### src/sv/aflcd_pkg.sv
// ----------------------------------------------------------------------------
// aflcd_pkg
// Shared types, constants and the control-store program for the frequency
// autorange LCD formatter.
// ----------------------------------------------------------------------------
package aflcd_pkg;

   localparam int FREQ_W      = 32;
   localparam int BCD_DIGITS  = 10;
   localparam int BCD_W       = 4 * BCD_DIGITS;
   localparam int DIGIT_IDX_W = $clog2(BCD_DIGITS);
   localparam int SHIFT_CNT_W = $clog2(FREQ_W + 1);
   localparam int PC_W        = 5;
   localparam int LOOP_CNT_W  = 5;

   localparam logic [FREQ_W-1:0] KHZ_LIMIT = FREQ_W'(1000);
   localparam logic [FREQ_W-1:0] MHZ_LIMIT = FREQ_W'(1000000);

   // Line 2 cursor commands: 0x80 | (0x40 + column)
   localparam logic [7:0] CMD_LINE2  = 8'h80 | 8'h40;
   localparam logic [7:0] CMD_COL0   = CMD_LINE2;
   localparam logic [7:0] CMD_COL6   = CMD_LINE2 + 8'd6;
   localparam logic [7:0] CMD_COL7   = CMD_LINE2 + 8'd7;
   localparam logic [7:0] CMD_COL16  = CMD_LINE2 + 8'd16;
   localparam logic [7:0] CMD_COL17  = CMD_LINE2 + 8'd17;

   localparam logic [7:0] ASCII_SPACE = 8'h20;
   localparam logic [7:0] ASCII_DOT   = 8'h2E;
   localparam logic [7:0] ASCII_ZERO  = 8'h30;
   localparam logic [7:0] ASCII_H     = 8'h48;
   localparam logic [7:0] ASCII_M     = 8'h4D;
   localparam logic [7:0] ASCII_K     = 8'h6B;
   localparam logic [7:0] ASCII_Z     = 8'h7A;

   localparam logic [LOOP_CNT_W-1:0] BLANK_REPEAT = LOOP_CNT_W'(19);

   typedef logic [BCD_DIGITS-1:0][3:0] digits_type;

   typedef enum logic [2:0] {
      COND_NEXT,
      COND_WAIT,
      COND_CNT,
      COND_ZERO,
      COND_DIGIT,
      COND_IF_HZ,
      COND_IF_KHZ
   } cond_type;

   typedef enum logic {
      SRC_CONST,
      SRC_DIGIT
   } src_type;

   typedef struct packed {
      logic                   emit;
      src_type                src;
      logic                   is_data;
      logic [7:0]             value;
      logic                   last;
      logic                   ptr_load;
      logic [DIGIT_IDX_W-1:0] ptr_val;
      logic [DIGIT_IDX_W-1:0] low_val;
      logic                   cnt_load;
      cond_type               cond;
      logic [PC_W-1:0]        target;
   } ctrl_word_type;

   typedef struct packed {
      logic done;
      logic hz;
      logic khz;
   } conv_stat_type;

   // program addresses
   localparam logic [PC_W-1:0] PC_BLANK = PC_W'(2);
   localparam logic [PC_W-1:0] PC_MHZ   = PC_W'(5);
   localparam logic [PC_W-1:0] PC_KHZ   = PC_W'(15);
   localparam logic [PC_W-1:0] PC_HZ    = PC_W'(25);

   function automatic ctrl_word_type cw_const(logic is_data, logic [7:0] value, logic last);
      ctrl_word_type w;
      w          = '0;
      w.emit     = 1'b1;
      w.src      = SRC_CONST;
      w.is_data  = is_data;
      w.value    = value;
      w.last     = last;
      w.cond     = COND_NEXT;
      return w;
   endfunction

   function automatic ctrl_word_type cw_ptr(logic is_data, logic [7:0] value,
                                           logic [DIGIT_IDX_W-1:0] hi,
                                           logic [DIGIT_IDX_W-1:0] lo);
      ctrl_word_type w;
      w          = cw_const(is_data, value, 1'b0);
      w.ptr_load = 1'b1;
      w.ptr_val  = hi;
      w.low_val  = lo;
      return w;
   endfunction

   function automatic ctrl_word_type cw_jump(cond_type cond, logic [PC_W-1:0] target);
      ctrl_word_type w;
      w        = '0;
      w.cond   = cond;
      w.target = target;
      return w;
   endfunction

   function automatic ctrl_word_type cw_digit(logic [PC_W-1:0] self);
      ctrl_word_type w;
      w         = '0;
      w.emit    = 1'b1;
      w.src     = SRC_DIGIT;
      w.is_data = 1'b1;
      w.cond    = COND_DIGIT;
      w.target  = self;
      return w;
   endfunction

   function automatic ctrl_word_type ucode_word(logic [PC_W-1:0] pc);
      ctrl_word_type w;
      w = '0;
      unique case (pc)
         5'd0:  w = cw_jump(COND_WAIT, '0);
         5'd1:  begin
            w          = cw_const(1'b0, CMD_COL0, 1'b0);
            w.cnt_load = 1'b1;
         end
         5'd2:  begin
            w        = cw_const(1'b1, ASCII_SPACE, 1'b0);
            w.cond   = COND_CNT;
            w.target = PC_BLANK;
         end
         5'd3:  w = cw_jump(COND_IF_HZ, PC_HZ);
         5'd4:  w = cw_jump(COND_IF_KHZ, PC_KHZ);
         // MHz: integer in digits 9..6, fraction in 5..3
         5'd5:  w = cw_ptr(1'b0, CMD_COL7, DIGIT_IDX_W'(9), DIGIT_IDX_W'(6));
         5'd6:  w = cw_jump(COND_ZERO, 5'd6);
         5'd7:  w = cw_digit(5'd7);
         5'd8:  w = cw_ptr(1'b1, ASCII_DOT, DIGIT_IDX_W'(5), DIGIT_IDX_W'(3));
         5'd9:  w = cw_digit(5'd9);
         5'd10: w = cw_const(1'b0, CMD_COL16, 1'b0);
         5'd11: w = cw_const(1'b1, ASCII_SPACE, 1'b0);
         5'd12: w = cw_const(1'b1, ASCII_M, 1'b0);
         5'd13: w = cw_const(1'b1, ASCII_H, 1'b0);
         5'd14: w = cw_const(1'b1, ASCII_Z, 1'b1);
         // kHz: integer in digits 5..3, fraction in 2..0
         5'd15: w = cw_ptr(1'b0, CMD_COL6, DIGIT_IDX_W'(5), DIGIT_IDX_W'(3));
         5'd16: w = cw_jump(COND_ZERO, 5'd16);
         5'd17: w = cw_digit(5'd17);
         5'd18: w = cw_ptr(1'b1, ASCII_DOT, DIGIT_IDX_W'(2), DIGIT_IDX_W'(0));
         5'd19: w = cw_digit(5'd19);
         5'd20: w = cw_const(1'b0, CMD_COL16, 1'b0);
         5'd21: w = cw_const(1'b1, ASCII_SPACE, 1'b0);
         5'd22: w = cw_const(1'b1, ASCII_K, 1'b0);
         5'd23: w = cw_const(1'b1, ASCII_H, 1'b0);
         5'd24: w = cw_const(1'b1, ASCII_Z, 1'b1);
         // Hz: integer in digits 2..0
         5'd25: w = cw_ptr(1'b0, CMD_COL6, DIGIT_IDX_W'(2), DIGIT_IDX_W'(0));
         5'd26: w = cw_jump(COND_ZERO, 5'd26);
         5'd27: w = cw_digit(5'd27);
         5'd28: w = cw_const(1'b0, CMD_COL17, 1'b0);
         5'd29: w = cw_const(1'b1, ASCII_SPACE, 1'b0);
         5'd30: w = cw_const(1'b1, ASCII_H, 1'b0);
         5'd31: w = cw_const(1'b1, ASCII_Z, 1'b1);
      endcase
      return w;
   endfunction

endpackage

### src/sv/aflcd_req_if.sv
// ----------------------------------------------------------------------------
// aflcd_req_if
// Request channel: one frequency item per handshake.
// ----------------------------------------------------------------------------
interface aflcd_req_if;
   logic                           valid;
   logic                           ready;
   logic [aflcd_pkg::FREQ_W-1:0]   frequency;

   modport source (output valid, output frequency, input ready);
   modport sink   (input valid, input frequency, output ready);
endinterface

### src/sv/aflcd_rsp_if.sv
// ----------------------------------------------------------------------------
// aflcd_rsp_if
// Response channel: one display byte per handshake.
// ----------------------------------------------------------------------------
interface aflcd_rsp_if;
   logic       valid;
   logic       ready;
   logic       is_data;
   logic [7:0] value;
   logic       last;

   modport source (output valid, output is_data, output value, output last, input ready);
   modport sink   (input valid, input is_data, input value, input last, output ready);
endinterface

### src/sv/aflcd_bcd_conv.sv
// ----------------------------------------------------------------------------
// aflcd_bcd_conv
// Shift-and-add-3 binary to BCD converter, one input bit per cycle, plus
// range flags taken from the binary value at load.
// ----------------------------------------------------------------------------
module aflcd_bcd_conv (
   input  logic                          clock,
   input  logic                          reset,
   input  logic                          start,
   input  logic [aflcd_pkg::FREQ_W-1:0]  frequency,
   output aflcd_pkg::conv_stat_type      stat,
   output aflcd_pkg::digits_type         digits
);

   logic                                busy_ff, busy_in;
   logic [aflcd_pkg::SHIFT_CNT_W-1:0]   cnt_ff, cnt_in;
   logic [aflcd_pkg::FREQ_W-1:0]        bin_ff, bin_in;
   aflcd_pkg::digits_type               bcd_ff, bcd_in;
   logic                                hz_ff, hz_in;
   logic                                khz_ff, khz_in;
   aflcd_pkg::digits_type               adj;
   logic [aflcd_pkg::BCD_W-1:0]         adj_flat;

   always_comb begin
      for (int i = 0; i < aflcd_pkg::BCD_DIGITS; i++) begin
         adj[i] = (bcd_ff[i] >= 4'd5) ? bcd_ff[i] + 4'd3 : bcd_ff[i];
      end
      adj_flat = adj;
   end

   always_comb begin
      busy_in = busy_ff;
      cnt_in  = cnt_ff;
      bin_in  = bin_ff;
      bcd_in  = bcd_ff;
      hz_in   = hz_ff;
      khz_in  = khz_ff;
      if (start) begin
         busy_in = 1'b1;
         cnt_in  = aflcd_pkg::SHIFT_CNT_W'(aflcd_pkg::FREQ_W);
         bin_in  = frequency;
         bcd_in  = '0;
         hz_in   = frequency < aflcd_pkg::KHZ_LIMIT;
         khz_in  = frequency < aflcd_pkg::MHZ_LIMIT;
      end else if (busy_ff) begin
         bcd_in  = aflcd_pkg::digits_type'({adj_flat[aflcd_pkg::BCD_W-2:0],
                                            bin_ff[aflcd_pkg::FREQ_W-1]});
         bin_in  = {bin_ff[aflcd_pkg::FREQ_W-2:0], 1'b0};
         cnt_in  = cnt_ff - 1'b1;
         busy_in = (cnt_ff != aflcd_pkg::SHIFT_CNT_W'(1));
      end
   end

   always_ff @(posedge clock) begin
      if (reset) begin
         busy_ff <= 1'b0;
         cnt_ff  <= '0;
      end else begin
         busy_ff <= busy_in;
         cnt_ff  <= cnt_in;
      end
   end

   always_ff @(posedge clock) begin
      bin_ff <= bin_in;
      bcd_ff <= bcd_in;
      hz_ff  <= hz_in;
      khz_ff <= khz_in;
   end

   assign stat.done = !busy_ff;
   assign stat.hz   = hz_ff;
   assign stat.khz  = khz_ff;
   assign digits    = bcd_ff;

   a_no_restart: assert property (@(posedge clock) disable iff (reset)
      start |-> !busy_ff)
      else $error("conversion restarted while busy");

   a_cnt_live: assert property (@(posedge clock) disable iff (reset)
      busy_ff |-> cnt_ff != '0)
      else $error("converter busy with exhausted bit count");

endmodule

### src/sv/aflcd_seq.sv
// ----------------------------------------------------------------------------
// aflcd_seq
// Control-store sequencer: step counter, loop counter, digit pointer and the
// output byte register.
// ----------------------------------------------------------------------------
module aflcd_seq (
   input  logic                      clock,
   input  logic                      reset,
   input  logic                      start,
   input  aflcd_pkg::conv_stat_type  conv_stat,
   input  aflcd_pkg::digits_type     digits,
   output logic                      idle,
   output logic                      rsp_valid,
   input  logic                      rsp_ready,
   output logic                      rsp_is_data,
   output logic [7:0]                rsp_value,
   output logic                      rsp_last
);

   logic                                 busy_ff, busy_in;
   logic [aflcd_pkg::PC_W-1:0]           pc_ff, pc_in;
   logic [aflcd_pkg::LOOP_CNT_W-1:0]     cnt_ff, cnt_in;
   logic [aflcd_pkg::DIGIT_IDX_W-1:0]    ptr_ff, ptr_in;
   logic [aflcd_pkg::DIGIT_IDX_W-1:0]    low_ff, low_in;
   logic                                 valid_ff, valid_in;
   logic                                 is_data_ff, is_data_in;
   logic [7:0]                           value_ff, value_in;
   logic                                 last_ff, last_in;

   aflcd_pkg::ctrl_word_type             cw;
   logic [3:0]                           cur_digit;
   logic                                 can_emit;
   logic                                 hold;
   logic                                 step;
   logic                                 take;
   logic                                 dec_ptr;

   assign cw        = aflcd_pkg::ucode_word(pc_ff);
   assign cur_digit = digits[ptr_ff];
   assign can_emit  = !valid_ff || rsp_ready;
   assign hold      = ((cw.cond == aflcd_pkg::COND_WAIT) && !conv_stat.done) ||
                      (cw.emit && !can_emit);
   assign step      = busy_ff && !hold;

   always_comb begin
      take    = 1'b0;
      dec_ptr = 1'b0;
      unique case (cw.cond)
         aflcd_pkg::COND_NEXT:   take = 1'b0;
         aflcd_pkg::COND_WAIT:   take = 1'b0;
         aflcd_pkg::COND_CNT:    take = (cnt_ff != '0);
         aflcd_pkg::COND_ZERO: begin
            // drop leading zeros but keep the lowest integer digit
            take    = (ptr_ff != low_ff) && (cur_digit == 4'd0);
            dec_ptr = take;
         end
         aflcd_pkg::COND_DIGIT: begin
            take    = (ptr_ff != low_ff);
            dec_ptr = take;
         end
         aflcd_pkg::COND_IF_HZ:  take = conv_stat.hz;
         aflcd_pkg::COND_IF_KHZ: take = conv_stat.khz;
         default:                take = 1'b0;
      endcase
   end

   always_comb begin
      busy_in = busy_ff;
      pc_in   = pc_ff;
      cnt_in  = cnt_ff;
      ptr_in  = ptr_ff;
      low_in  = low_ff;
      if (start) begin
         busy_in = 1'b1;
         pc_in   = '0;
      end else if (step) begin
         pc_in = take ? cw.target : pc_ff + 1'b1;
         if (cw.last) begin
            busy_in = 1'b0;
         end
         if (cw.cnt_load) begin
            cnt_in = aflcd_pkg::BLANK_REPEAT;
         end else if ((cw.cond == aflcd_pkg::COND_CNT) && take) begin
            cnt_in = cnt_ff - 1'b1;
         end
         if (cw.ptr_load) begin
            ptr_in = cw.ptr_val;
            low_in = cw.low_val;
         end else if (dec_ptr) begin
            ptr_in = ptr_ff - 1'b1;
         end
      end
   end

   always_comb begin
      valid_in   = valid_ff && !rsp_ready;
      is_data_in = is_data_ff;
      value_in   = value_ff;
      last_in    = last_ff;
      if (step && cw.emit) begin
         valid_in   = 1'b1;
         is_data_in = cw.is_data;
         value_in   = (cw.src == aflcd_pkg::SRC_DIGIT) ?
                      aflcd_pkg::ASCII_ZERO + {4'd0, cur_digit} : cw.value;
         last_in    = cw.last;
      end
   end

   always_ff @(posedge clock) begin
      if (reset) begin
         busy_ff  <= 1'b0;
         pc_ff    <= '0;
         cnt_ff   <= '0;
         ptr_ff   <= '0;
         low_ff   <= '0;
         valid_ff <= 1'b0;
      end else begin
         busy_ff  <= busy_in;
         pc_ff    <= pc_in;
         cnt_ff   <= cnt_in;
         ptr_ff   <= ptr_in;
         low_ff   <= low_in;
         valid_ff <= valid_in;
      end
   end

   always_ff @(posedge clock) begin
      is_data_ff <= is_data_in;
      value_ff   <= value_in;
      last_ff    <= last_in;
   end

   assign idle        = !busy_ff;
   assign rsp_valid   = valid_ff;
   assign rsp_is_data = is_data_ff;
   assign rsp_value   = value_ff;
   assign rsp_last    = last_ff;

   a_last_ends: assert property (@(posedge clock) disable iff (reset)
      (step && cw.last) |=> !busy_ff)
      else $error("sequencer still busy after final byte");

   a_ptr_floor: assert property (@(posedge clock) disable iff (reset)
      busy_ff |-> ptr_ff >= low_ff)
      else $error("digit pointer below its lower bound");

   a_dec_digit: assert property (@(posedge clock) disable iff (reset)
      (step && cw.emit && (cw.src == aflcd_pkg::SRC_DIGIT)) |-> cur_digit <= 4'd9)
      else $error("non-decimal digit emitted");

endmodule

### src/sv/frequency_autorange_lcd_formatter.sv
// ----------------------------------------------------------------------------
// frequency_autorange_lcd_formatter
// Turns a frequency in hertz into the LCD byte sequence for display line 2,
// auto-ranged to Hz, kHz or MHz.
// ----------------------------------------------------------------------------
// channel | dir | payload                        | per item
// req_ch  | in  | frequency[31:0]                | one frequency
// rsp_ch  | out | is_data, value[7:0], last      | 27 to 35 bytes, last on final
//
// The BCD conversion loads the value and shifts it in bit by bit, then the
// sequencer runs its program: a byte for each emitting step, plus steps for
// the wait exit, range branches and zero skips.
// req_ch.ready is high only while no item is in progress; the final byte may
// still wait in the output register. A stalled rsp_ch holds the current step.
// Synchronous reset clears the sequencer, the converter and the output valid.
// ----------------------------------------------------------------------------
module frequency_autorange_lcd_formatter (
   input  logic        clock,
   input  logic        reset,
   aflcd_req_if.sink   req_ch,
   aflcd_rsp_if.source rsp_ch
);

   logic                       req_accept;
   logic                       seq_idle;
   aflcd_pkg::conv_stat_type   conv_stat;
   aflcd_pkg::digits_type      digits;

   assign req_ch.ready = seq_idle;
   assign req_accept   = req_ch.valid && seq_idle;

   aflcd_bcd_conv u_conv (
      .clock     (clock),
      .reset     (reset),
      .start     (req_accept),
      .frequency (req_ch.frequency),
      .stat      (conv_stat),
      .digits    (digits)
   );

   aflcd_seq u_seq (
      .clock       (clock),
      .reset       (reset),
      .start       (req_accept),
      .conv_stat   (conv_stat),
      .digits      (digits),
      .idle        (seq_idle),
      .rsp_valid   (rsp_ch.valid),
      .rsp_ready   (rsp_ch.ready),
      .rsp_is_data (rsp_ch.is_data),
      .rsp_value   (rsp_ch.value),
      .rsp_last    (rsp_ch.last)
   );

endmodule
### src/flat_wrapper.sv
// flat-port wrapper written by rule: the top's interface ports become plain ports
module frequency_autorange_lcd_formatter_flat 
  (clock, reset, req_ch_valid, req_ch_frequency, req_ch_ready, rsp_ch_valid, rsp_ch_is_data, rsp_ch_value, rsp_ch_last, rsp_ch_ready);
  aflcd_req_if req_ch_i ();
  aflcd_rsp_if rsp_ch_i ();
  input  logic clock;
  input  logic reset;
  input wire logic [$bits(req_ch_i.valid)-1:0] req_ch_valid;
  input wire logic [$bits(req_ch_i.frequency)-1:0] req_ch_frequency;
  output wire logic [$bits(req_ch_i.ready)-1:0] req_ch_ready;
  output wire logic [$bits(rsp_ch_i.valid)-1:0] rsp_ch_valid;
  output wire logic [$bits(rsp_ch_i.is_data)-1:0] rsp_ch_is_data;
  output wire logic [$bits(rsp_ch_i.value)-1:0] rsp_ch_value;
  output wire logic [$bits(rsp_ch_i.last)-1:0] rsp_ch_last;
  input wire logic [$bits(rsp_ch_i.ready)-1:0] rsp_ch_ready;
  assign req_ch_i.valid = req_ch_valid;
  assign req_ch_i.frequency = req_ch_frequency;
  assign req_ch_ready = req_ch_i.ready;
  assign rsp_ch_valid = rsp_ch_i.valid;
  assign rsp_ch_is_data = rsp_ch_i.is_data;
  assign rsp_ch_value = rsp_ch_i.value;
  assign rsp_ch_last = rsp_ch_i.last;
  assign rsp_ch_i.ready = rsp_ch_ready;
  frequency_autorange_lcd_formatter u_core (.clock(clock), .reset(reset), .req_ch(req_ch_i), .rsp_ch(rsp_ch_i));
endmodule
### config.mk
export PLATFORM = sky130hd
export DESIGN_NAME = frequency_autorange_lcd_formatter_flat
export DESIGN_NICKNAME = d
export VERILOG_FILES = /design/src/sv/aflcd_pkg.sv /design/src/sv/aflcd_req_if.sv /design/src/sv/aflcd_rsp_if.sv /design/src/sv/aflcd_bcd_conv.sv /design/src/sv/aflcd_seq.sv /design/src/sv/frequency_autorange_lcd_formatter.sv /design/src/flat_wrapper.sv
export SDC_FILE = /design/constraint.sdc
export NUM_CORES = 1
export LEC_CHECK = 0
export BUFFER_PORTS_ARGS = -buffer_cell sky130_fd_sc_hd__buf_2
export CORE_MARGIN = 8
export CORE_UTILIZATION = 60
export CTS_BUF_LIST = sky130_fd_sc_hd__clkbuf_2 sky130_fd_sc_hd__clkbuf_4 sky130_fd_sc_hd__clkbuf_8
export DETAILED_ROUTE_END_ITERATION = 12
export PLACE_DENSITY_LB_ADDON = 0.05
export SKIP_LAST_GASP = 1
export SYNTH_ARGS = -nofsm -noshare
export SYNTH_HDL_FRONTEND = slang
export SYNTH_SLANG_ARGS = --single-unit
### constraint.sdc
create_clock -name clock -period 5.8 [get_ports clock]
set_clock_uncertainty 0.15 [all_clocks]
set_input_delay 0.87 -clock clock [delete_from_list [all_inputs] [get_ports clock]]
set_output_delay 0.87 -clock clock [all_outputs]
set_load 0.005 [all_outputs]
==> flow_summary.json, run 1 <==
{
  "finalCriticalPeriod_ns": 4.514,
  "cp.required_ns": 6.01,
  "leakage_nw": 2.947,
  "cp_num_buf_inv": 3,
  "reg2regPathDepth": 14,
  "via_per_inst": 6.043,
  "synth_compound_area_frac": 0.1581,
  "drt-wirelength-per-cell_um": 17.31,
  "grt.total_usage": 0.2099,
  "cts.hold.buffers_added": 0,
  "grt_pass1_vias": 5735,
  "max_slew.worst_pin.slew_ns": 1.182,
  "arrival_ns": 4.72,
  "grt_max_degree": 50,
  "syn_inst": 775,
  "synth-edff-count": 44,
  "dieArea_sq_um": 16010,
  "clock_sinks": 135,
  "drt_first_pass_iters": 6,
  "finalWirelength_um": 16740,
  "die_w_um": 126.5,
  "io_pins": 48,
  "maxCapViolCount": 0,
  "portBuffers": 47,
  "clk_latency_ns": 0.45,
  "drtIter0Drc": 490,
  "ff2ff_setup_slack_ns": 1.29,
  "synth_cell_type_count": 76,
  "synth-seq-cells": 135,
  "cts-root-buf": "clkbuf_8",
  "synthArstFlopShare": 0,
  "ys_seq_area_frac": 0.4288,
  "cts.path.max_buffers": 2,
  "critPathCapture": "u_core.u_seq.cw[3]",
  "outcome": "completed",
  "initial_utilization": 0.6128,
  "crit_path_max_incr_delay_ns": 0.58,
  "pwr-share-seq": 0.531,
  "netlist_area_sq_um": 7330,
  "p_int_mw": 1.444,
  "irDropWorstVdd_mv": 0.2103,
  "placementRows": 40,
  "synth-simple-area-share": 0.1685,
  "core_area_sq_um": 11960,
  "cp-end-kind": "register",
  "cp_num_cells": 14,
  "clockPowerShare": 0.380,
  "yosysWarnings": 0,
  "netSwitchingFraction": 0.2650,
  "r2r_start": "u_core.u_seq.ptr_ff[0]",
  "overflow": 0,
  "postCtsSetupBuffers": 0,
  "max_slew_margin": 0.2111,
  "n_antenna_cell": 0,
  "startpoint_type": "register",
  "worstHoldPathCells": 0,
  "tns_ns": 0,
  "p_switching_uw": 520.7,
  "ant_nets": 0,
  "crit_family": "multiplexers",
  "combPwrFrac": 0.089,
  "syn_to_final_growth_pct": 8.621,
  "vias": 5844,
  "drcViolationCount": 0,
  "cts_resized": 0,
  "synth_ff_type": "dfxtp_1",
  "cp-startpoint": "u_core.u_seq.ptr_ff[0]",
  "crit_fanout": 18,
  "grt_setup_unrepaired": "false",
  "htree_levels": 4,
  "slew_viol_final": 0,
  "min_period_over_period": 0.7783,
  "grt_pass1_wl_um": 27380,
  "numCtsBuffers": 17,
  "hold_class": "register to register",
  "clkTransAtPathRegs_ns": 0.08,
  "fmax_mhz": 221.5,
  "layout.nets": 876,
  "cts_tree": "built",
  "critPathKind": "register to register",
  "synthMuxAreaShare": 0.1070,
  "syn_area_per_cell_sq_um": 9.457,
  "finalPower_mw": 1.965,
  "r2r_end": "u_core.u_seq.cw[3]",
  "finalWeightedCongestion": 0.8979,
  "place_hpwl_um": 12010,
  "synth_nets": 844,
  "synth_xor_area_frac": 0.03346,
  "power.density_nw_per_um2": 246.8,
  "finalSetupViolations": 0,
  "antenna_found_initial": 0,
  "cp_slowest_cell": "mux2i_1",
  "synth_fa_ha_area_frac": 0.05633,
  "final_hold_viol_count": 0,
  "cp_cell_sequence": "buf_4, mux4_2, a2bb2oi_1, a22oi_1, nand4_1, mux2i_1, mux2i_1, nor2_1, inv_1, ha_1, inv_1, nor3_1, o21ai_0, a22oi_1",
  "die_y_um": 126.5,
  "drive_gt1_frac": 0.1768,
  "synth_top_family_by_area": "simple AND/OR/NAND/NOR gates",
  "hold_slack_ns": 0.2732
}
## state kept, by name, indices dropped and copies added, names as in the netlist
register,flops
u_core.u_seq.rsp_is_data,1
u_core.u_conv.cnt_ff,6
u_core.u_seq.busy_ff,1
u_core.u_seq.ptr_ff,4
u_core.u_seq.rsp_last,1
u_core.u_conv.bin_ff,32
u_core.u_seq.pc_ff,5
u_core.u_seq.rsp_valid,1
u_core.u_seq.rsp_value,8
u_core.u_seq.cnt_ff,5
u_core.u_seq.cw,25
u_core.u_conv.digits,40
u_core.u_conv.khz_ff,1
u_core.u_seq.low_ff,3
u_core.u_conv.busy_ff,1
u_core.u_conv.hz_ff,1
## power groups by stage
stage / Combinational, mW / Sequential, mW / Clock, mW
after global placement: 0.167 / 1.06 / 0
after floorplan: 0.125 / 1.06 / 0
after global routing: 0.192 / 1.05 / 0.804
after CTS: 0.174 / 1.04 / 0.761
after detailed placement: 0.173 / 1.07 / 0
final: 0.175 / 1.04 / 0.746
## logic make-up after synthesis
kind of cell	after synthesis
adder cells (fa/ha/maj)	33
XOR/XNOR	28
AO/OA/AOI/OAI	185
flip-flops	135
AND/OR/NAND/NOR	250
buffers and inverters	75
multiplexers	69
## placed cells by master (no fill, tap or decap), types with 24 or more instances in the layout
| cell | count |
|---|---|
| dfxtp_1 | 91 |
| nor2_1 | 78 |
| a21oi_1 | 68 |
| nand2_1 | 49 |
| buf_2 | 47 |
| edfxtp_1 | 44 |
| o21ai_0 | 43 |
| mux2_2 | 34 |
| inv_1 | 33 |
| ha_1 | 33 |
| mux2i_1 | 30 |
| nand3_1 | 24 |
## cell type report
type,count,area [sq um]
Fill cell,983,4000
Multi-Input combinational cell,565,3849
Sequential cell,135,3143
Timing Repair Buffer,52,272.8
Clock buffer,17,234.0
Tap cell,147,183.9
Inverter,36,140.1
Clock inverter,15,138.9
## stage by stage
step	setup slack (ns)	utilization	cells	area (sq um)
CTS	1.443	0.6656	967	7961
finish	1.286	0.6656	967	7961
global placement	1.625	0.6344	935	7589
detailed placement	1.476	0.6344	935	7589
floorplan	2.435	-	775	7330
global route	1.007	0.6656	967	7961
## per-layer routing
metal,global-route usage,share of wire,vias up,wire [um]
met5,0,0,-,0
met4,0.07785,0.018,0,303
met3,0.05823,0.058,28,967
met2,0.3362,0.47,177,7855
met1,0.2650,0.45,2796,7610
li1,-,-,2843,-
## cell usage after synthesis (5+ instances only)
cell type	instances	area share
dfxtp_1	91	0.25
nor2_1	78	0.040
a21oi_1	68	0.046
nand2_1	49	0.025
edfxtp_1	44	0.18
o21ai_0	43	0.029
mux2_2	34	0.052
ha_1	33	0.056
inv_1	33	0.017
mux2i_1	30	0.041
nand3_1	24	0.016
clkbuf_1	23	0.012
nor3_1	23	0.016
xor2_1	17	0.020
nand2b_1	15	0.013
xnor2_1	11	0.013
a31oi_1	9	0.0077
a211oi_1	8	0.0082
and2_1	7	0.0060
nor4_1	7	0.0060
a22oi_1	6	0.0061
o211ai_1	6	0.0061
o21a_1	6	0.0061
and3_1	5	0.0043
buf_2	5	0.0034
nor2b_1	5	0.0043
o21ai_1	5	0.0034
o31ai_1	5	0.0051
## worst min path at each step
stage               slack, ns           startpoint                        to
floorplan                0.24  u_core.u_seq.cw[27]  u_core.u_seq.rsp_is_data
global placement         0.24  u_core.u_seq.cw[27]  u_core.u_seq.rsp_is_data
detailed placement       0.24  u_core.u_seq.cw[27]  u_core.u_seq.rsp_is_data
CTS                      0.27  u_core.u_seq.cw[27]  u_core.u_seq.rsp_is_data
global route             0.29  u_core.u_seq.cw[18]     u_core.u_seq.rsp_last
finish                   0.27  u_core.u_seq.cw[27]  u_core.u_seq.rsp_is_data
No activity file was read; power rests on OpenSTA's default activity.
==> inputs of run 2 (changes only) <==
--- a/config.mk
+++ b/config.mk
@@ -5,9 +5,10 @@
 export SDC_FILE = /design/constraint.sdc
 export NUM_CORES = 1
 export LEC_CHECK = 0
+export ABC_AREA = 1
 export BUFFER_PORTS_ARGS = -buffer_cell sky130_fd_sc_hd__buf_2
 export CORE_MARGIN = 8
-export CORE_UTILIZATION = 60
+export CORE_UTILIZATION = 57
 export CTS_BUF_LIST = sky130_fd_sc_hd__clkbuf_2 sky130_fd_sc_hd__clkbuf_4 sky130_fd_sc_hd__clkbuf_8
 export DETAILED_ROUTE_END_ITERATION = 12
 export PLACE_DENSITY_LB_ADDON = 0.05
==> constraint.sdc (replaced) <==
create_clock -name clock -period 3.64 [get_ports clock]
set_clock_uncertainty 0.15 [all_clocks]
set_input_delay 0.546 -clock clock [delete_from_list [all_inputs] [get_ports clock]]
set_output_delay 0.546 -clock clock [all_outputs]
set_load 0.005 [all_outputs]
==> run 2 against run 1 <==
Net effect: first-iteration DRC count increased by 28%; combinational power rose by 140%; clock power increased by 42%; critical endpoint is now u_core.u_seq.cw[17]; largest cell class unchanged.
==> flow_summary.json, run 2 <==
{
  "outcome": "completed",
  "power.density_nw_per_um2": 406.3,
  "yosys.area.top_type": "dfxtp_1",
  "synth-edff-count": 44,
  "synth_top_area_share": 0.2527,
  "place_hpwl_um": 12930,
  "combPwrFrac": 0.131,
  "max_slew_margin": 0.4443,
  "critPathCapture": "u_core.u_seq.cw[17]",
  "synth_cell_type_count": 49,
  "syn_to_final_growth_pct": 9.564,
  "htree_levels": 4,
  "finalCriticalPeriod_ns": 3.297,
  "n_antenna_cell": 0,
  "busiest_layer": "met2",
  "cts.path.max_buffers": 2,
  "clkTransAtPathRegs_ns": 0.08,
  "cts_resized": 0,
  "arrival_ns": 3.54,
  "finalPower_mw": 3.209,
  "setup_slack_ns": 0.3428,
  "layout.cells.non_filler": 1148,
  "largest_reg_flops": 40,
  "vias": 6288,
  "use_met3": 0.05089,
  "final_hold_viol_count": 0,
  "p_int_mw": 2.286,
  "gr-usage-met1": 0.2562,
  "placementRows": 41,
  "syn_inst": 919,
  "yosysWarnings": 0,
  "yosysMostFrequentCell": "nand2_1",
  "drcViolationCount": 0,
  "cts_tree": "built",
  "via_per_inst": 5.477,
  "startpoint_type": "register",
  "postCtsSetupBuffers": 0,
  "drt-wirelength-per-cell_um": 15.36,
  "place_area_sq_um": 7557,
  "fmax_mhz": 303.3,
  "ys_seq_area_frac": 0.4360,
  "critPathKind": "register to register",
  "initial_utilization": 0.5782,
  "finalWeightedCongestion": 0.9044,
  "drive_gt1_frac": 0.1363,
  "tns_ns": 0,
  "slew_viol_final": 0,
  "cp-startpoint": "u_core.u_seq.cnt_ff[0]",
  "overflow": 0,
  "r2r_end": "u_core.u_seq.cw[17]",
  "clockPowerShare": 0.332,
  "synthTopCellsByArea": "dfxtp_1 (25%), edfxtp_1 (18%), nand2_1 (12%)",
  "hold_class": "input pin to register",
  "met2_usage": 0.3686,
  "synth_nets": 988,
  "min_period_over_period": 0.9058,
  "netlist_area_sq_um": 7208,
  "grt_pass1_vias": 6147,
  "syn_area_per_cell_sq_um": 7.843,
  "grt_setup_unrepaired": "false",
  "synthArstFlopShare": 0,
  "p_switching_uw": 922.4,
  "dpl.cell_count": 1116,
  "cts.hold.buffers_added": 0,
  "ff2ff_setup_slack_ns": 0.34,
  "maxCapViolCount": 0,
  "ant_nets": 0,
  "layout.nets": 1032,
  "finalSetupViolations": 0,
  "portBuffers": 47,
  "layout_common_cells": "nand2_1 (227), inv_1 (117), dfxtp_1 (90)",
  "pwr-share-seq": 0.537,
  "dp_slack_ns": 0.3125,
  "drt_first_pass_iters": 7,
  "netSwitchingFraction": 0.2875,
  "cts-root-buf": "clkbuf_8",
  "die_w_um": 128.5,
  "filler_cell_count": 1136,
  "grt_pass1_wl_um": 28930,
  "final_common_cell": "nand2_1",
  "cp-end-kind": "register",
  "clock_sinks": 135,
  "synth-seq-cells": 135,
  "dieArea_sq_um": 16500,
  "irDropWorstVdd_mv": 0.2308,
  "leakage_nw": 3.626,
  "netlist_top_cells_count": "nand2_1 (227), inv_1 (118), dfxtp_1 (91)",
  "grt.total_usage": 0.2204,
  "synth_ff_type": "dfxtp_1",
  "clk_latency_ns": 0.45,
  "die_y_um": 128.5,
  "r2r_start": "u_core.u_seq.cnt_ff[0]",
  "cp.required_ns": 3.88,
  "io_pins": 48,
  "numCtsBuffers": 17,
  "grt_max_degree": 43,
  "drtIter0Drc": 626,
  "fin_area_sq_um": 7898,
  "antenna_found_initial": 0,
  "finalWirelength_um": 17630,
  "crit_fanout": 7,
  "core_area_sq_um": 12470,
  "reg2regPathDepth": 19,
  "max_slew.worst_pin.slew_ns": 0.8305
}
-- run 2: changes by cell type in the layout (fill, tap and decap cells not counted), sizes merged, moves of 11 or more --
cell,previous run,this run
nand3,25,75
o22ai,0,11
nand2b,15,0
nor3,24,7
o21ai,48,69
mux2,35,0
a21oi,70,40
mux2i,30,0
inv,44,123
nor2,79,57
nand2,51,234
-- run 2: worst max-delay path: stages, from the launching register on --
cell	delay [ns]
dfxtp_1	0.32
inv_1	0.07
ha_1	0.16
inv_1	0.06
nor3_1	0.14
inv_1	0.11
o211ai_2	0.16
nand2_1	0.09
a31oi_2	0.32
nand3_4	0.15
nand2_1	0.08
nand3_1	0.06
nand2_1	0.14
nand2_1	0.20
inv_1	0.19
ha_1	0.32
nand3_2	0.16
nand2_1	0.12
nand3_1	0.12
nand3_1	0.11
-- run 2: how the worst min path moves through the flow --
stage / startpoint / end / slack, ns / depth (start not counted)
floorplan: u_core.u_seq.cw[27] / u_core.u_seq.rsp_is_data / 0.24 / 0
global placement: u_core.u_seq.cw[27] / u_core.u_seq.rsp_is_data / 0.26 / 0
detailed placement: u_core.u_seq.cw[27] / u_core.u_seq.rsp_is_data / 0.26 / 0
CTS: req_ch_frequency[2] / u_core.u_conv.bin_ff[2] / 0.18 / 3
global route: req_ch_frequency[2] / u_core.u_conv.bin_ff[2] / 0.21 / 3
finish: req_ch_frequency[1] / u_core.u_conv.bin_ff[1] / 0.22 / 3
-- run 2: area by class of cell --
type / count / area, sq um / share of cell area
multi-input cells: 627 / 3418 / 0.4328
flip-flops and latches: 135 / 3144 / 0.3981
inverters: 123 / 461.7 / 0.05846
repair buffers: 59 / 325.3 / 0.04119
clock buffers: 19 / 249.0 / 0.03153
well taps: 172 / 215.2 / 0.02725
clock inverters: 13 / 83.83 / 0.01061
-- run 2: logic make-up (layout without fill, tap and decap cells) --
logic type / after synthesis / in the layout / synth area share
AOI/OAI and AO/OA: 172 / 172 / 0.1406
xor gates and xnor gates: 15 / 15 / 0.01823
adders and majority gates: 33 / 33 / 0.05728
buffers and inverters: 157 / 214 / 0.09096
DFF: 135 / 135 / 0.4360
and+or+nand+nor: 407 / 407 / 0.2569
-- run 2: per-stage QoR --
step / utilization / hold slack (ns)
floorplan: - / 0.2355
global placement: 0.6062 / 0.2566
detailed placement: 0.6062 / 0.2617
CTS: 0.6329 / 0.1830
global route: 0.6335 / 0.2145
finish: 0.6335 / 0.2169
-- run 2: power by group through the flow --
stage	clock (mW)	sequential, mW	combinational (mW)
after floorplan	0	1.74	0.299
after global placement	0	1.75	0.403
after detailed placement	0	1.75	0.418
after CTS	1.09	1.72	0.420
after global routing	1.16	1.73	0.480
final	1.06	1.72	0.422
-- run 2: per-layer routing --
metal  vias to the layer above  wire (um)
li1                       3145          -
met1                      2913       7565
met2                       188       8625
met3                        42        881
met4                         0        561
met5                         -          0
==> inputs of run 3 (changes only) <==
--- a/config.mk
+++ b/config.mk
@@ -12,6 +12,7 @@
 export CTS_BUF_LIST = sky130_fd_sc_hd__clkbuf_2 sky130_fd_sc_hd__clkbuf_4 sky130_fd_sc_hd__clkbuf_8
 export DETAILED_ROUTE_END_ITERATION = 12
 export PLACE_DENSITY_LB_ADDON = 0.05
+export REMOVE_ABC_BUFFERS = 1
 export SKIP_LAST_GASP = 1
 export SYNTH_ARGS = -nofsm -noshare
 export SYNTH_HDL_FRONTEND = slang
==> run 3 against run 2 <==
Net effect: clock-buffer cell count unchanged; clock power increased by 33%; utilization increased by 0.85 points; sequential share of layout area decreased by 0.54 points; critical path depth decreased by 1; sequential cell count unchanged; non-clock buffer count decreased by 3.
==> flow_summary.json, run 3 (synthesis gave the netlist of run 2 again) <==
{
  "outcome": "completed",
  "cp-end-kind": "register",
  "crit_fanout": 12,
  "clk_latency_ns": 0.46,
  "drt_first_pass_iters": 5,
  "final_hold_viol_count": 0,
  "drive_gt1_frac": 0.1367,
  "drtIter0Drc": 521,
  "place_area_sq_um": 7547,
  "portBuffers": 47,
  "drcViolationCount": 0,
  "dieArea_sq_um": 16500,
  "irDropWorstVdd_mv": 0.4387,
  "grt_pass1_wl_um": 28910,
  "largest_reg_flops": 40,
  "antenna_found_initial": 0,
  "slew_viol_final": 0,
  "cts_tree": "built",
  "place_hpwl_um": 12690,
  "startpoint_type": "register",
  "fin_area_sq_um": 8004,
  "initial_utilization": 0.5782,
  "hold_class": "input pin to register",
  "drt-wirelength-per-cell_um": 15.41,
  "overflow": 0,
  "maxCapViolCount": 0,
  "grt_max_degree": 64,
  "ant_nets": 0,
  "power.density_nw_per_um2": 444.7,
  "htree_levels": 4,
  "filler_cell_count": 1106,
  "clock_sinks": 135,
  "max_slew.worst_pin.slew_ns": 0.7884,
  "min_period_over_period": 0.9090,
  "finalWeightedCongestion": 0.9072,
  "finalCriticalPeriod_ns": 3.309,
  "core_area_sq_um": 12470,
  "cts-root-buf": "clkbuf_8",
  "syn_to_final_growth_pct": 11.04,
  "clkTransAtPathRegs_ns": 0.08,
  "leakage_nw": 3.680,
  "via_per_inst": 5.453,
  "layout.nets": 1029,
  "layout_common_cells": "nand2_1 (227), inv_1 (117), dfxtp_1 (91)",
  "finalWirelength_um": 17640,
  "vias": 6244,
  "cts.path.max_buffers": 2,
  "tns_ns": 0,
  "cts.hold.buffers_added": 0,
  "arrival_ns": 3.50,
  "fmax_mhz": 302.2,
  "finalSetupViolations": 0,
  "cp.required_ns": 3.83,
  "n_antenna_cell": 0,
  "final_common_cell": "nand2_1",
  "grt_pass1_vias": 6184,
  "placementRows": 41,
  "numCtsBuffers": 17,
  "grt_setup_unrepaired": "false",
  "max_slew_margin": 0.4731,
  "layout.cells.non_filler": 1145,
  "die_y_um": 128.5,
  "critPathKind": "register to register",
  "dpl.cell_count": 1113,
  "grt.total_usage": 0.2200,
  "die_w_um": 128.5,
  "postCtsSetupBuffers": 0,
  "io_pins": 48
}
## run 3: per-layer routing
layer,vias to the layer above,track usage,routed length (um)
met2,181,0.3630,8610
met3,38,0.07034,829
met1,2873,0.2537,7666
li1,3152,-,-
met5,-,0,0
met4,0,0.1070,532
## run 3: power by group
part	total [mW]	leakage [nW]	switching [mW]	internal (mW)
sequential	1.72	1.18	0.0581	1.66
clock	1.41	0.228	0.621	0.791
combinational	0.425	2.27	0.278	0.147
total	3.56	3.68	0.958	2.60
## run 3: what timing repair did
action,in CTS,in global routing
gates resized for setup,0,1
setup endpoints to repair,0,9
endpoints found under the hold margin,0,0
## run 3: cell type report
type / instances / area [sq um] / area share
multi-input combinational: 627 / 3418 / 0.4271
sequential: 135 / 3143 / 0.3927
inverter: 123 / 461.7 / 0.05768
timing repair buffer: 56 / 315.3 / 0.03939
clock buffer: 19 / 261.5 / 0.03267
tap: 172 / 215.2 / 0.02689
clock inverter: 13 / 188.9 / 0.02360
## run 3: final timing paths
| check | startpoint | endpoint | slack [ns] | depth (start not counted) |
|---|---|---|---|---|
| hold reg to reg | u_core.u_seq.cw[27] | u_core.u_seq.rsp_is_data | 0.30 | 0 |
| setup / recovery | u_core.u_seq.ptr_ff[1] | u_core.u_seq.cw[17] | 0.33 | 18 |
| setup reg to reg | u_core.u_seq.ptr_ff[1] | u_core.u_seq.cw[17] | 0.33 | 18 |
| hold / removal | req_ch_frequency[2] | u_core.u_conv.bin_ff[2] | 0.21 | 3 |
## run 3: critical path, cell delays in order, from the launching register on
cell	delay (ns)
dfxtp_1	0.55
inv_1	0.28
o211ai_1	0.17
nand3_1	0.09
nand3_1	0.13
nand2_1	0.07
nor2_2	0.13
nand4_4	0.16
nand3_4	0.14
nand2_1	0.06
nand3_1	0.06
nand2_1	0.09
nand2_1	0.21
inv_1	0.14
ha_1	0.30
nand3_2	0.14
nand2_1	0.09
nand3_1	0.14
nand3_1	0.09
## run 3: per-stage QoR
stage | hold WS (ns) | power (mW) | worst slack, ns | utilization
global placement | 0.2564 | 2.156 | 0.3798 | 0.6054
CTS | 0.1844 | 3.587 | 0.3343 | 0.6416
detailed placement | 0.2854 | 2.175 | 0.3563 | 0.6054
finish | 0.2126 | 3.560 | 0.3314 | 0.6421
global route | 0.2017 | 3.717 | 0.01154 | 0.6421
floorplan | 0.2355 | 2.026 | -0.1891 | -
